## src/rtl/prm1d_pkg.sv

```systemverilog
// Shared types, codes and saturation helpers for the 1D return-mapping block.
// No dependencies; the top level, prm1d_ctrl and prm1d_dp import this package.
`default_nettype none
package prm1d_pkg;

    typedef enum logic [1:0] {
        MODE_UPDATE  = 2'd0,
        MODE_COMMIT  = 2'd1,
        MODE_REVERSE = 2'd2,
        MODE_INITIAL = 2'd3
    } mode_t;

    typedef enum logic [1:0] {
        CFG_ELASTIC = 2'd0,
        CFG_ISO     = 2'd1,
        CFG_KIN     = 2'd2,
        CFG_YIELD   = 2'd3
    } cfg_idx_t;

    typedef enum logic [4:0] {
        ST_IDLE, ST_TRIAL_GO, ST_TRIAL_WAIT, ST_KA_GO, ST_KA_WAIT, ST_CHECK,
        ST_DECIDE, ST_GAM_GO, ST_GAM_WAIT, ST_DS_GO, ST_DS_WAIT, ST_DB_GO,
        ST_DB_WAIT, ST_TM_GO, ST_TM_WAIT, ST_TD_GO, ST_TD_WAIT, ST_ELASTIC,
        ST_MODE, ST_FINISH
    } state_t;

    typedef enum logic [4:0] {
        OP_NONE, OP_CAPTURE, OP_MUL_TRIAL, OP_SAVE_TRIAL, OP_MUL_KA, OP_SAVE_KA,
        OP_CHECK, OP_DIV_GAM, OP_SAVE_GAM, OP_MUL_DS, OP_SAVE_DS, OP_MUL_DB,
        OP_SAVE_DB, OP_MUL_TAN, OP_DIV_TAN, OP_PLASTIC, OP_ELASTIC, OP_MODE,
        OP_OUT_LOAD
    } op_t;

    typedef struct packed {
        op_t op;
    } cmd_t;

    typedef struct packed {
        logic mul_done;
        logic div_done;
        logic plastic;
    } status_t;

    localparam int OUT_W = 208;

    // Signed 50-bit value saturated into 48 bits.
    function automatic logic [47:0] sat50_48(input logic [49:0] v);
        logic [47:0] r;
        if (v[49:47] == 3'b000 || v[49:47] == 3'b111) begin
            r = v[47:0];
        end else begin
            r = v[49] ? {1'b1, 47'd0} : {1'b0, {47{1'b1}}};
        end
        return r;
    endfunction

    // Signed 34-bit value saturated into 32 bits.
    function automatic logic [31:0] sat34_32(input logic [33:0] v);
        logic [31:0] r;
        if (v[33:31] == 3'b000 || v[33:31] == 3'b111) begin
            r = v[31:0];
        end else begin
            r = v[33] ? {1'b1, 31'd0} : {1'b0, {31{1'b1}}};
        end
        return r;
    endfunction

    // min(p >> 28, 2^48) for a product below 2^96.
    function automatic logic [48:0] shr28_cap48(input logic [95:0] p);
        logic [48:0] r;
        if ((|p[95:77]) || (p[76:28] > {1'b1, 48'd0})) begin
            r = {1'b1, 48'd0};
        end else begin
            r = p[76:28];
        end
        return r;
    endfunction

endpackage
`default_nettype wire

```

## src/rtl/plasticity_return_map_1d.sv

```systemverilog
// Top level of the uniaxial return-mapping plasticity block.
// Depends on prm1d_pkg, prm1d_ctrl and prm1d_dp (which holds prm1d_mul and prm1d_div).
//
// Usage. Each input word on the s_ channel carries a mode in s_tuser and a total
// strain in s_tdata. Mode update runs the elastic predictor and, when the yield
// function is positive, the plastic corrector; commit, reverse and initial copy
// or clear the state. Every input word produces exactly one output word on the
// m_ channel holding the state after the step, with the plastic flag in m_tuser.
// Material moduli must be written through the cfg_ port while idle; not enforced.
//
// Sequencing. One word is processed at a time. An update runs two passes of the
// shared shift-and-add multiplier; the plastic branch adds two divider passes and
// three more multiplier passes.
//
// After reset the moduli take their reset values, the state is zero with the
// tangent at 65536, and no output is valid. A finished result sits in an output
// register; when the receiver stalls, it stays there and the block can accept and
// work on the next word, holding its result until the register is free.
`default_nettype none
module plasticity_return_map_1d (
    input  wire logic         aclk,
    input  wire logic         aresetn,
    input  wire logic         cfg_we,
    input  wire logic [1:0]   cfg_index,
    input  wire logic [46:0]  cfg_data,
    input  wire logic         s_tvalid,
    output logic              s_tready,
    input  wire logic [31:0]  s_tdata,   // [31:0] total_strain
    input  wire logic [1:0]   s_tuser,   // [1:0] mode
    output logic              m_tvalid,
    input  wire logic         m_tready,
    // [47:0] stress, [94:48] tangent, [126:95] plastic_strain_out,
    // [174:127] back_stress_out, [206:175] hardening_var_out, [207] zero
    output logic [prm1d_pkg::OUT_W-1:0] m_tdata,
    output logic              m_tuser    // [0] yielded
);
    import prm1d_pkg::*;

    cmd_t    cmd;
    status_t status;

    prm1d_ctrl u_ctrl (
        .aclk(aclk), .aresetn(aresetn),
        .s_tvalid(s_tvalid), .s_tready(s_tready),
        .is_update(s_tuser == MODE_UPDATE),
        .m_tvalid(m_tvalid), .m_tready(m_tready),
        .cmd(cmd), .status(status)
    );

    prm1d_dp u_dp (
        .aclk(aclk), .aresetn(aresetn),
        .cfg_we(cfg_we), .cfg_index(cfg_index), .cfg_data(cfg_data),
        .in_mode(s_tuser), .in_strain(s_tdata),
        .cmd(cmd), .status(status),
        .out_data(m_tdata), .out_yielded(m_tuser)
    );
endmodule
`default_nettype wire

```

## src/rtl/prm1d_mul.sv

```systemverilog
// Shift-and-add multiplier, one multiplier bit per cycle, 48 by 48 bits.
// Depends on nothing but the clock and reset.
`default_nettype none
module prm1d_mul (
    input  wire logic        aclk,
    input  wire logic        aresetn,
    input  wire logic        start,
    input  wire logic [47:0] a,
    input  wire logic [47:0] b,
    output logic             done,
    output logic [95:0]      prod
);
    logic [95:0] acc_reg;
    logic [47:0] mcand_reg, mplier_reg;
    logic [5:0]  cnt_reg;
    logic        busy_reg, done_reg;

    always_ff @(posedge aclk) begin
        if (!aresetn) begin
            busy_reg <= 1'b0;
            done_reg <= 1'b0;
            cnt_reg  <= '0;
        end else begin
            done_reg <= 1'b0;
            if (start) begin
                busy_reg <= 1'b1;
                cnt_reg  <= 6'd47;
            end else if (busy_reg) begin
                cnt_reg <= cnt_reg - 6'd1;
                if (cnt_reg == 6'd0) begin
                    busy_reg <= 1'b0;
                    done_reg <= 1'b1;
                end
            end
        end
    end

    always_ff @(posedge aclk) begin
        if (start) begin
            acc_reg    <= '0;
            mcand_reg  <= a;
            mplier_reg <= b;
        end else if (busy_reg) begin
            acc_reg    <= {acc_reg[94:0], 1'b0} + (mplier_reg[47] ? {48'd0, mcand_reg} : 96'd0);
            mplier_reg <= {mplier_reg[46:0], 1'b0};
        end
    end

    assign done = done_reg;
    assign prod = acc_reg;
endmodule
`default_nettype wire

```

## src/rtl/prm1d_div.sv

```systemverilog
// Restoring divider, one quotient bit per cycle: 96-bit dividend, 49-bit divisor.
// Depends on nothing but the clock and reset.
`default_nettype none
module prm1d_div (
    input  wire logic        aclk,
    input  wire logic        aresetn,
    input  wire logic        start,
    input  wire logic [95:0] dividend,
    input  wire logic [48:0] divisor,
    output logic             done,
    output logic [95:0]      quot
);
    logic [95:0] sh_reg;
    logic [48:0] rem_reg, d_reg;
    logic [6:0]  cnt_reg;
    logic        busy_reg, done_reg;
    logic [49:0] trial;
    logic        fits;

    always_comb begin
        trial = {rem_reg, sh_reg[95]};
        fits  = trial >= {1'b0, d_reg};
    end

    always_ff @(posedge aclk) begin
        if (!aresetn) begin
            busy_reg <= 1'b0;
            done_reg <= 1'b0;
            cnt_reg  <= '0;
        end else begin
            done_reg <= 1'b0;
            if (start) begin
                busy_reg <= 1'b1;
                cnt_reg  <= 7'd95;
            end else if (busy_reg) begin
                cnt_reg <= cnt_reg - 7'd1;
                if (cnt_reg == 7'd0) begin
                    busy_reg <= 1'b0;
                    done_reg <= 1'b1;
                end
            end
        end
    end

    always_ff @(posedge aclk) begin
        if (start) begin
            sh_reg  <= dividend;
            rem_reg <= '0;
            d_reg   <= divisor;
        end else if (busy_reg) begin
            rem_reg <= fits ? 49'(trial - {1'b0, d_reg}) : trial[48:0];
            sh_reg  <= {sh_reg[94:0], fits};
        end
    end

    assign done = done_reg;
    assign quot = sh_reg;
endmodule
`default_nettype wire

```

## src/rtl/prm1d_ctrl.sv

```systemverilog
// Sequencer of the return mapping: steps the datapath through each item.
// Depends on prm1d_pkg for the state, command and status types.
`default_nettype none
module prm1d_ctrl (
    input  wire logic              aclk,
    input  wire logic              aresetn,
    input  wire logic              s_tvalid,
    output logic                   s_tready,
    input  wire logic              is_update,
    output logic                   m_tvalid,
    input  wire logic              m_tready,
    output prm1d_pkg::cmd_t        cmd,
    input  wire prm1d_pkg::status_t status
);
    import prm1d_pkg::*;

    state_t state_reg, state_next;
    logic   out_valid_reg;
    logic   loading;

    always_comb begin
        state_next = state_reg;
        case (state_reg)
            ST_IDLE:       if (s_tvalid) state_next = is_update ? ST_TRIAL_GO : ST_MODE;
            ST_TRIAL_GO:   state_next = ST_TRIAL_WAIT;
            ST_TRIAL_WAIT: if (status.mul_done) state_next = ST_KA_GO;
            ST_KA_GO:      state_next = ST_KA_WAIT;
            ST_KA_WAIT:    if (status.mul_done) state_next = ST_CHECK;
            ST_CHECK:      state_next = ST_DECIDE;
            ST_DECIDE:     state_next = status.plastic ? ST_GAM_GO : ST_ELASTIC;
            ST_GAM_GO:     state_next = ST_GAM_WAIT;
            ST_GAM_WAIT:   if (status.div_done) state_next = ST_DS_GO;
            ST_DS_GO:      state_next = ST_DS_WAIT;
            ST_DS_WAIT:    if (status.mul_done) state_next = ST_DB_GO;
            ST_DB_GO:      state_next = ST_DB_WAIT;
            ST_DB_WAIT:    if (status.mul_done) state_next = ST_TM_GO;
            ST_TM_GO:      state_next = ST_TM_WAIT;
            ST_TM_WAIT:    if (status.mul_done) state_next = ST_TD_GO;
            ST_TD_GO:      state_next = ST_TD_WAIT;
            ST_TD_WAIT:    if (status.div_done) state_next = ST_FINISH;
            ST_ELASTIC:    state_next = ST_FINISH;
            ST_MODE:       state_next = ST_FINISH;
            ST_FINISH:     if (!out_valid_reg || m_tready) state_next = ST_IDLE;
            default:       state_next = ST_IDLE;
        endcase
    end

    always_comb begin
        cmd.op   = OP_NONE;
        s_tready = 1'b0;
        case (state_reg)
            ST_IDLE: begin
                s_tready = 1'b1;
                if (s_tvalid) cmd.op = OP_CAPTURE;
            end
            ST_TRIAL_GO:   cmd.op = OP_MUL_TRIAL;
            ST_TRIAL_WAIT: if (status.mul_done) cmd.op = OP_SAVE_TRIAL;
            ST_KA_GO:      cmd.op = OP_MUL_KA;
            ST_KA_WAIT:    if (status.mul_done) cmd.op = OP_SAVE_KA;
            ST_CHECK:      cmd.op = OP_CHECK;
            ST_GAM_GO:     cmd.op = OP_DIV_GAM;
            ST_GAM_WAIT:   if (status.div_done) cmd.op = OP_SAVE_GAM;
            ST_DS_GO:      cmd.op = OP_MUL_DS;
            ST_DS_WAIT:    if (status.mul_done) cmd.op = OP_SAVE_DS;
            ST_DB_GO:      cmd.op = OP_MUL_DB;
            ST_DB_WAIT:    if (status.mul_done) cmd.op = OP_SAVE_DB;
            ST_TM_GO:      cmd.op = OP_MUL_TAN;
            ST_TD_GO:      cmd.op = OP_DIV_TAN;
            ST_TD_WAIT:    if (status.div_done) cmd.op = OP_PLASTIC;
            ST_ELASTIC:    cmd.op = OP_ELASTIC;
            ST_MODE:       cmd.op = OP_MODE;
            ST_FINISH:     if (!out_valid_reg || m_tready) cmd.op = OP_OUT_LOAD;
            default:       cmd.op = OP_NONE;
        endcase
    end

    assign loading = (cmd.op == OP_OUT_LOAD);

    always_ff @(posedge aclk) begin
        if (!aresetn) begin
            state_reg     <= ST_IDLE;
            out_valid_reg <= 1'b0;
        end else begin
            state_reg <= state_next;
            if (loading) begin
                out_valid_reg <= 1'b1;
            end else if (m_tready) begin
                out_valid_reg <= 1'b0;
            end
        end
    end

    assign m_tvalid = out_valid_reg;
endmodule
`default_nettype wire

```

## src/rtl/prm1d_dp.sv

```systemverilog
// Datapath: material registers, state, intermediates, shared multiplier and divider.
// Depends on prm1d_pkg, prm1d_mul and prm1d_div.
`default_nettype none
module prm1d_dp (
    input  wire logic                     aclk,
    input  wire logic                     aresetn,
    input  wire logic                     cfg_we,
    input  wire logic [1:0]               cfg_index,
    input  wire logic [46:0]              cfg_data,
    input  wire logic [1:0]               in_mode,
    input  wire logic [31:0]              in_strain,
    input  wire prm1d_pkg::cmd_t          cmd,
    output prm1d_pkg::status_t            status,
    output logic [prm1d_pkg::OUT_W-1:0]   out_data,
    output logic                          out_yielded
);
    import prm1d_pkg::*;

    // Material registers.
    logic [46:0] e_reg, k_reg, h_reg, ys_reg;
    // Current and saved state.
    logic [31:0] cur_strain_reg, cur_ps_reg, cur_alpha_reg;
    logic [47:0] cur_stress_reg, cur_bs_reg;
    logic [46:0] cur_tan_reg;
    logic [31:0] sav_strain_reg, sav_ps_reg, sav_alpha_reg;
    logic [47:0] sav_stress_reg, sav_bs_reg;
    logic [46:0] sav_tan_reg;
    // Per-item intermediates.
    mode_t       mode_reg;
    logic [31:0] strain_reg, gamma_reg;
    logic        diff_neg_reg, rel_neg_reg, plastic_reg, yielded_reg;
    logic [32:0] mag_reg;
    logic [48:0] denom_reg, ds_reg, db_reg;
    logic [47:0] kh_reg, trial_reg, absrel_reg, uf_reg;
    logic [50:0] ka_reg;
    logic [OUT_W-1:0] out_data_reg;
    logic        out_yielded_reg;

    logic [47:0] mul_a, mul_b;
    logic        mul_start, mul_done, div_start, div_done;
    logic [95:0] prod, quot, div_n;
    logic [32:0] diff;
    logic [47:0] trial_n;
    logic [50:0] ka_n;
    logic [48:0] rel;
    logic [53:0] f;
    logic [49:0] stress_sum, bs_sum;
    logic [33:0] ps_sum;
    logic [32:0] alpha_sum;

    prm1d_mul u_mul (
        .aclk(aclk), .aresetn(aresetn), .start(mul_start),
        .a(mul_a), .b(mul_b), .done(mul_done), .prod(prod)
    );

    prm1d_div u_div (
        .aclk(aclk), .aresetn(aresetn), .start(div_start),
        .dividend(div_n), .divisor(denom_reg), .done(div_done), .quot(quot)
    );

    always_comb begin
        mul_start = 1'b1;
        mul_a     = {1'b0, e_reg};
        mul_b     = '0;
        case (cmd.op)
            OP_MUL_TRIAL: mul_b = {15'd0, mag_reg};
            OP_MUL_KA: begin
                mul_a = {1'b0, k_reg};
                mul_b = {16'd0, cur_alpha_reg};
            end
            OP_MUL_DS:  mul_b = {16'd0, gamma_reg};
            OP_MUL_DB: begin
                mul_a = {1'b0, h_reg};
                mul_b = {16'd0, gamma_reg};
            end
            OP_MUL_TAN: mul_b = kh_reg;
            default:    mul_start = 1'b0;
        endcase
        div_start = (cmd.op == OP_DIV_GAM) || (cmd.op == OP_DIV_TAN);
        div_n     = (cmd.op == OP_DIV_GAM) ? {20'd0, uf_reg, 28'd0} : prod;
    end

    always_comb begin
        diff = {in_strain[31], in_strain} - {cur_ps_reg[31], cur_ps_reg};
        if (diff_neg_reg) begin
            trial_n = (|prod[95:75]) ? {1'b1, 47'd0} : 48'(48'd0 - {1'b0, prod[74:28]});
        end else begin
            trial_n = (|prod[95:75]) ? {1'b0, {47{1'b1}}} : {1'b0, prod[74:28]};
        end
        ka_n = ((|prod[95:79]) || (prod[78:28] > {1'b1, 50'd0})) ? {1'b1, 50'd0}
                                                                  : prod[78:28];
        rel = {trial_reg[47], trial_reg} - {cur_bs_reg[47], cur_bs_reg};
        f   = {6'd0, absrel_reg} - {7'd0, ys_reg} - {3'd0, ka_reg};
        stress_sum = {{2{trial_reg[47]}}, trial_reg}
                   + (rel_neg_reg ? {1'b0, ds_reg} : 50'(50'd0 - {1'b0, ds_reg}));
        bs_sum     = {{2{cur_bs_reg[47]}}, cur_bs_reg}
                   + (rel_neg_reg ? 50'(50'd0 - {1'b0, db_reg}) : {1'b0, db_reg});
        ps_sum     = {{2{cur_ps_reg[31]}}, cur_ps_reg}
                   + (rel_neg_reg ? 34'(34'd0 - {2'd0, gamma_reg}) : {2'd0, gamma_reg});
        alpha_sum  = {1'b0, cur_alpha_reg} + {1'b0, gamma_reg};
    end

    always_ff @(posedge aclk) begin
        if (!aresetn) begin
            e_reg  <= 47'd65536;
            k_reg  <= '0;
            h_reg  <= '0;
            ys_reg <= 47'd65536;
        end else if (cfg_we) begin
            case (cfg_idx_t'(cfg_index))
                CFG_ELASTIC: e_reg  <= cfg_data;
                CFG_ISO:     k_reg  <= cfg_data;
                CFG_KIN:     h_reg  <= cfg_data;
                CFG_YIELD:   ys_reg <= cfg_data;
                default:     e_reg  <= e_reg;
            endcase
        end
    end

    // Material state is architectural, so it is cleared by reset.
    always_ff @(posedge aclk) begin
        if (!aresetn) begin
            cur_strain_reg <= '0; cur_stress_reg <= '0; cur_ps_reg <= '0;
            cur_bs_reg     <= '0; cur_alpha_reg  <= '0; cur_tan_reg <= 47'd65536;
            sav_strain_reg <= '0; sav_stress_reg <= '0; sav_ps_reg <= '0;
            sav_bs_reg     <= '0; sav_alpha_reg  <= '0; sav_tan_reg <= 47'd65536;
        end else begin
            case (cmd.op)
                OP_ELASTIC: begin
                    cur_strain_reg <= strain_reg;
                    cur_stress_reg <= trial_reg;
                    cur_tan_reg    <= e_reg;
                end
                OP_PLASTIC: begin
                    cur_strain_reg <= strain_reg;
                    cur_stress_reg <= sat50_48(stress_sum);
                    cur_bs_reg     <= sat50_48(bs_sum);
                    cur_ps_reg     <= sat34_32(ps_sum);
                    cur_alpha_reg  <= alpha_sum[32] ? {32{1'b1}} : alpha_sum[31:0];
                    cur_tan_reg    <= (|quot[95:47]) ? {47{1'b1}} : quot[46:0];
                end
                OP_MODE: begin
                    case (mode_reg)
                        MODE_COMMIT: begin
                            sav_strain_reg <= cur_strain_reg; sav_stress_reg <= cur_stress_reg;
                            sav_ps_reg     <= cur_ps_reg;     sav_bs_reg     <= cur_bs_reg;
                            sav_alpha_reg  <= cur_alpha_reg;  sav_tan_reg    <= cur_tan_reg;
                        end
                        MODE_REVERSE: begin
                            cur_strain_reg <= sav_strain_reg; cur_stress_reg <= sav_stress_reg;
                            cur_ps_reg     <= sav_ps_reg;     cur_bs_reg     <= sav_bs_reg;
                            cur_alpha_reg  <= sav_alpha_reg;  cur_tan_reg    <= sav_tan_reg;
                        end
                        MODE_INITIAL: begin
                            cur_strain_reg <= '0; cur_stress_reg <= '0; cur_ps_reg <= '0;
                            cur_bs_reg     <= '0; cur_alpha_reg  <= '0; cur_tan_reg <= e_reg;
                            sav_strain_reg <= '0; sav_stress_reg <= '0; sav_ps_reg <= '0;
                            sav_bs_reg     <= '0; sav_alpha_reg  <= '0; sav_tan_reg <= e_reg;
                        end
                        default: cur_tan_reg <= cur_tan_reg;
                    endcase
                end
                default: cur_tan_reg <= cur_tan_reg;
            endcase
        end
    end

    always_ff @(posedge aclk) begin
        if (!aresetn) begin
            yielded_reg     <= 1'b0;
            plastic_reg     <= 1'b0;
            out_yielded_reg <= 1'b0;
        end else begin
            if (cmd.op == OP_CAPTURE) yielded_reg <= 1'b0;
            if (cmd.op == OP_PLASTIC) yielded_reg <= 1'b1;
            if (cmd.op == OP_CHECK) begin
                plastic_reg <= !f[53] && (f != 54'd0) && (denom_reg != 49'd0);
            end
            if (cmd.op == OP_OUT_LOAD) out_yielded_reg <= yielded_reg;
        end
    end

    always_ff @(posedge aclk) begin
        case (cmd.op)
            OP_CAPTURE: begin
                mode_reg     <= mode_t'(in_mode);
                strain_reg   <= in_strain;
                diff_neg_reg <= diff[32];
                mag_reg      <= diff[32] ? 33'(33'd0 - diff) : diff;
                denom_reg    <= {2'd0, e_reg} + {2'd0, k_reg} + {2'd0, h_reg};
                kh_reg       <= {1'b0, k_reg} + {1'b0, h_reg};
            end
            OP_SAVE_TRIAL: trial_reg <= trial_n;
            OP_SAVE_KA: begin
                ka_reg      <= ka_n;
                rel_neg_reg <= rel[48];
                absrel_reg  <= rel[48] ? 48'(49'd0 - rel) : rel[47:0];
            end
            OP_CHECK:    uf_reg    <= f[47:0];
            OP_SAVE_GAM: gamma_reg <= (|quot[95:32]) ? {32{1'b1}} : quot[31:0];
            OP_SAVE_DS:  ds_reg    <= shr28_cap48(prod);
            OP_SAVE_DB:  db_reg    <= shr28_cap48(prod);
            OP_OUT_LOAD: out_data_reg <= {1'b0, cur_alpha_reg, cur_bs_reg, cur_ps_reg,
                                          cur_tan_reg, cur_stress_reg};
            default:     out_data_reg <= out_data_reg;
        endcase
    end

    assign status.mul_done = mul_done;
    assign status.div_done = div_done;
    assign status.plastic  = plastic_reg;
    assign out_data        = out_data_reg;
    assign out_yielded     = out_yielded_reg;
endmodule
`default_nettype wire
```

## config.mk

```make
export PLATFORM = sky130hd
export DESIGN_NAME = plasticity_return_map_1d
export DESIGN_NICKNAME = d
export VERILOG_FILES = /design/src/rtl/prm1d_pkg.sv /design/src/rtl/plasticity_return_map_1d.sv /design/src/rtl/prm1d_mul.sv /design/src/rtl/prm1d_div.sv /design/src/rtl/prm1d_ctrl.sv /design/src/rtl/prm1d_dp.sv
export SDC_FILE = /design/constraint.sdc
export NUM_CORES = 2
export LEC_CHECK = 0
export BUFFER_PORTS_ARGS = -buffer_cell sky130_fd_sc_hd__buf_2
export CAP_MARGIN = 10
export CORE_MARGIN = 10
export CORE_UTILIZATION = 64
export CTS_CLUSTER_SIZE = 30
export DETAILED_ROUTE_END_ITERATION = 6
export GPL_TIMING_DRIVEN = 0
export MAX_ROUTING_LAYER = met4
export PLACE_DENSITY = 0.82
export SLEW_MARGIN = 20
export SYNTH_ARGS = -nofsm -noshare
export SYNTH_HDL_FRONTEND = slang
export SYNTH_SLANG_ARGS = --single-unit
```

## constraint.sdc

```tcl
create_clock -name aclk -period 21.1 [get_ports aclk]
set_input_delay 4.22 -clock aclk [delete_from_list [all_inputs] [get_ports aclk]]
set_output_delay 4.22 -clock aclk [all_outputs]
set_load 0.005 [all_outputs]
```

==> flow_summary.json <==
{
  "nets": 12369,
  "slowest_delay_ns": 0.83,
  "multi_input_area_um2": 54800,
  "nFillCells": 11945,
  "drt-total-wl_um": 398000,
  "ys.flop_type": "edfxtp_1",
  "p_leak_nw": 44.1,
  "rsz0062_at_grt": "no",
  "port_buffers": 296,
  "path_class": "register to register",
  "cts_tree": "yes",
  "synth-simple-area-share_pct": 16.3,
  "syn-cell-area_um2": 101000,
  "tns_ns": 0,
  "cp.required_ns": 21.69,
  "finClkSkew_ns": 0.0317,
  "core-area_um2": 158000,
  "status": "finished with violations",
  "groute.usage.overall_pct": 44.7,
  "regArea_um2": 42700,
  "clk_path_buf_depth": 3,
  "cts_made_buffers": 177,
  "async_flop_share_pct": 0,
  "regToRegSetupSlack_ns": 10.88,
  "ys_seq_area_share_pct": 42.1,
  "grt_pass1_wl_um": 571000,
  "htreeDepth": 4,
  "yosys.area.top_type": "edfxtp_1",
  "io_pins": 299,
  "die-width_um": 418,
  "clock_latency_ns": 0.89,
  "place.gp.congestion": 1.05,
  "period_needed_ns": 10.22,
  "yosysMostFrequentCell": "nand2_1",
  "synth_common_cells": "nand2_1, a21oi_1, edfxtp_1, dfxtp_1, o21ai_0",
  "synth-seq-cells": 1679,
  "synth_mux_area_share_pct": 1.04,
  "peakVddDrop_v": 0.000111,
  "initial_utilization_pct": 64.2,
  "cts_post_setup_buffers_inserted": 0,
  "synth_xor_area_share_pct": 6.53,
  "synth_top_family_by_area": "compound AO/OA/AOI/OAI gates",
  "min_period_over_period_pct": 48.4,
  "clkTransAtPathRegs_ns": 0.06,
  "area_growth_pct": 10.7,
  "grt_remaining_overflow": 0,
  "startpoint_type": "register",
  "grt_util_met2_pct": 62.8,
  "hold_buffers": 0,
  "firstDrtPassIters": 7,
  "synth_top_area_share_pct": 26.8,
  "dr_total_vias": 95767,
  "power_mw": 11.0,
  "slew_headroom_pct": 13.6,
  "critical_path.max_fanout": 10,
  "powerDensity_nw_per_um2": 98.0,
  "met3_usage_pct": 12.5,
  "post_cts_resized": 0,
  "synth_edf_count": 906,
  "drc": 25,
  "cts.sinks": 1679,
  "largest_register_ffs": 207,
  "syn_avg_cell_area_um2": 9.09,
  "grt_pass1_vias": 88430,
  "grtUsageMet1_pct": 56.9,
  "crit_slowest_cell": "a211oi_1",
  "drtIter0Drc": 15544,
  "grt_max_degree": 68,
  "grt-busiest-layer": "met2",
  "maxCapViolCount": 0,
  "synth_compound_area_share_pct": 22.6,
  "die_area_um2": 175000,
  "routed_via_density": 6.86,
  "wl_per_cell_um": 28.5,
  "netlist_instances": 11154,
  "synthTopCellsByArea": "edfxtp_1, dfxtp_1, ha_1, a21oi_1, nand2_1",
  "postRouteAntennaNets": 0,
  "rows": 146,
  "cts-root-buf": "clkbuf_16",
  "antenna_found_initial": 61,
  "layout-drive-gt1-share_pct": 6.48,
  "min_path_type": "register to register",
  "violations": "design-rule violations",
  "setup_viol": 0,
  "tightest_slew_ns": 1.30,
  "critPathCaptureType": "register",
  "yosysUniqueCellTypes": 102,
  "final_hold_viol_count": 0,
  "worstPathArrival_ns": 10.81,
  "syn_nets": 11843,
  "final_max_slew_viol_count": 0,
  "clock.fmax_ghz": 0.0978,
  "yosys_warnings": 0,
  "die_h_um": 418,
  "yosys.area_share.adder_pct": 7.51,
  "place_hpwl_um": 310000
}
path summary, 6_finish.rpt:
path | cells past startpoint | start | end
min | 0 | u_dp.denom_reg[41]$_DFFE_PP_ | u_dp.u_div.d_reg[41]$_DFFE_PN_
min reg2reg | 0 | u_dp.denom_reg[41]$_DFFE_PP_ | u_dp.u_div.d_reg[41]$_DFFE_PN_
max | 29 | u_dp.ys_reg[0]$_SDFFE_PN0P_ | u_dp.plastic_reg$_SDFFE_PN0N_
max reg2reg | 29 | u_dp.ys_reg[0]$_SDFFE_PN0P_ | u_dp.plastic_reg$_SDFFE_PN0N_
placed cells by master (no fill, tap or decap), types with 104 or more instances in the layout:
cell	n
ha_1	588
and2_1	194
nor2b_1	176
buf_2	314
edfxtp_1	906
and3_1	104
nor2_1	620
xnor2_1	488
nor3_1	208
dfxtp_1	773
inv_1	431
a31oi_1	132
clkbuf_1	588
o21bai_1	107
a21o_1	335
nand2b_1	178
a21boi_0	298
clkbuf_16	182
o21ai_0	701
nand3_1	252
nand2_1	1190
a21oi_1	1087
xor2_1	264
area by class of cell:
cell class | count | share of cell area (%)
Buffer | 631 | 2.17
Antenna cell | 55 | 0.123
Clock inverter | 101 | 0.915
Tap cell | 2072 | 2.31
Clock buffer | 233 | 4.32
Multi-Input combinational cell | 8409 | 48.8
Timing Repair Buffer | 347 | 1.84
Sequential cell | 1679 | 38.0
Inverter | 435 | 1.46
where the power goes:
part,internal (mW),switching [mW]
Sequential,3.94,0.352
Combinational,1.14,2.32
Clock,1.80,1.44
critical path: cells and delay by family, from the launching register on:
family	cells	cell delay, ns
AO/OA/AOI/OAI	15	5.44
AND/OR/NAND/NOR	9	2.77
adder cells (fa/ha/maj)	3	0.98
flip-flops	1	0.37
buffers and inverters	2	0.34
cell families (layout without fill, tap and decap cells):
kind of cell	Yosys count	in the layout
buf+inv	1066	1747
other cells	1	56
flops	1679	1679
xor+xnor	754	754
fa+ha+maj	601	601
mux	105	105
simple gates	3389	3389
compound gates	3559	3559
routing by layer:
layer	vias up	share of wire (%)
met5	-	0
met4	0	7.5
met3	1537	14
met2	7290	41
met1	45172	37
li1	41768	-
metrics by stage:
step	instances	worst slack, ns	hold slack, ns	area [um2]	util [%]
6_report	13962	10.88	0.450	112000	71.0
3_5_place_dp	13571	11.62	0.427	106000	67.2
2_1_floorplan	11154	1.60	0.417	101000	-
4_1_cts	13905	11.60	0.451	112000	70.9
5_1_grt	13942	10.83	0.455	112000	71.0
3_3_place_gp	13522	-4.11	0.438	105000	66.8
(Power assumes the default switching activity.)
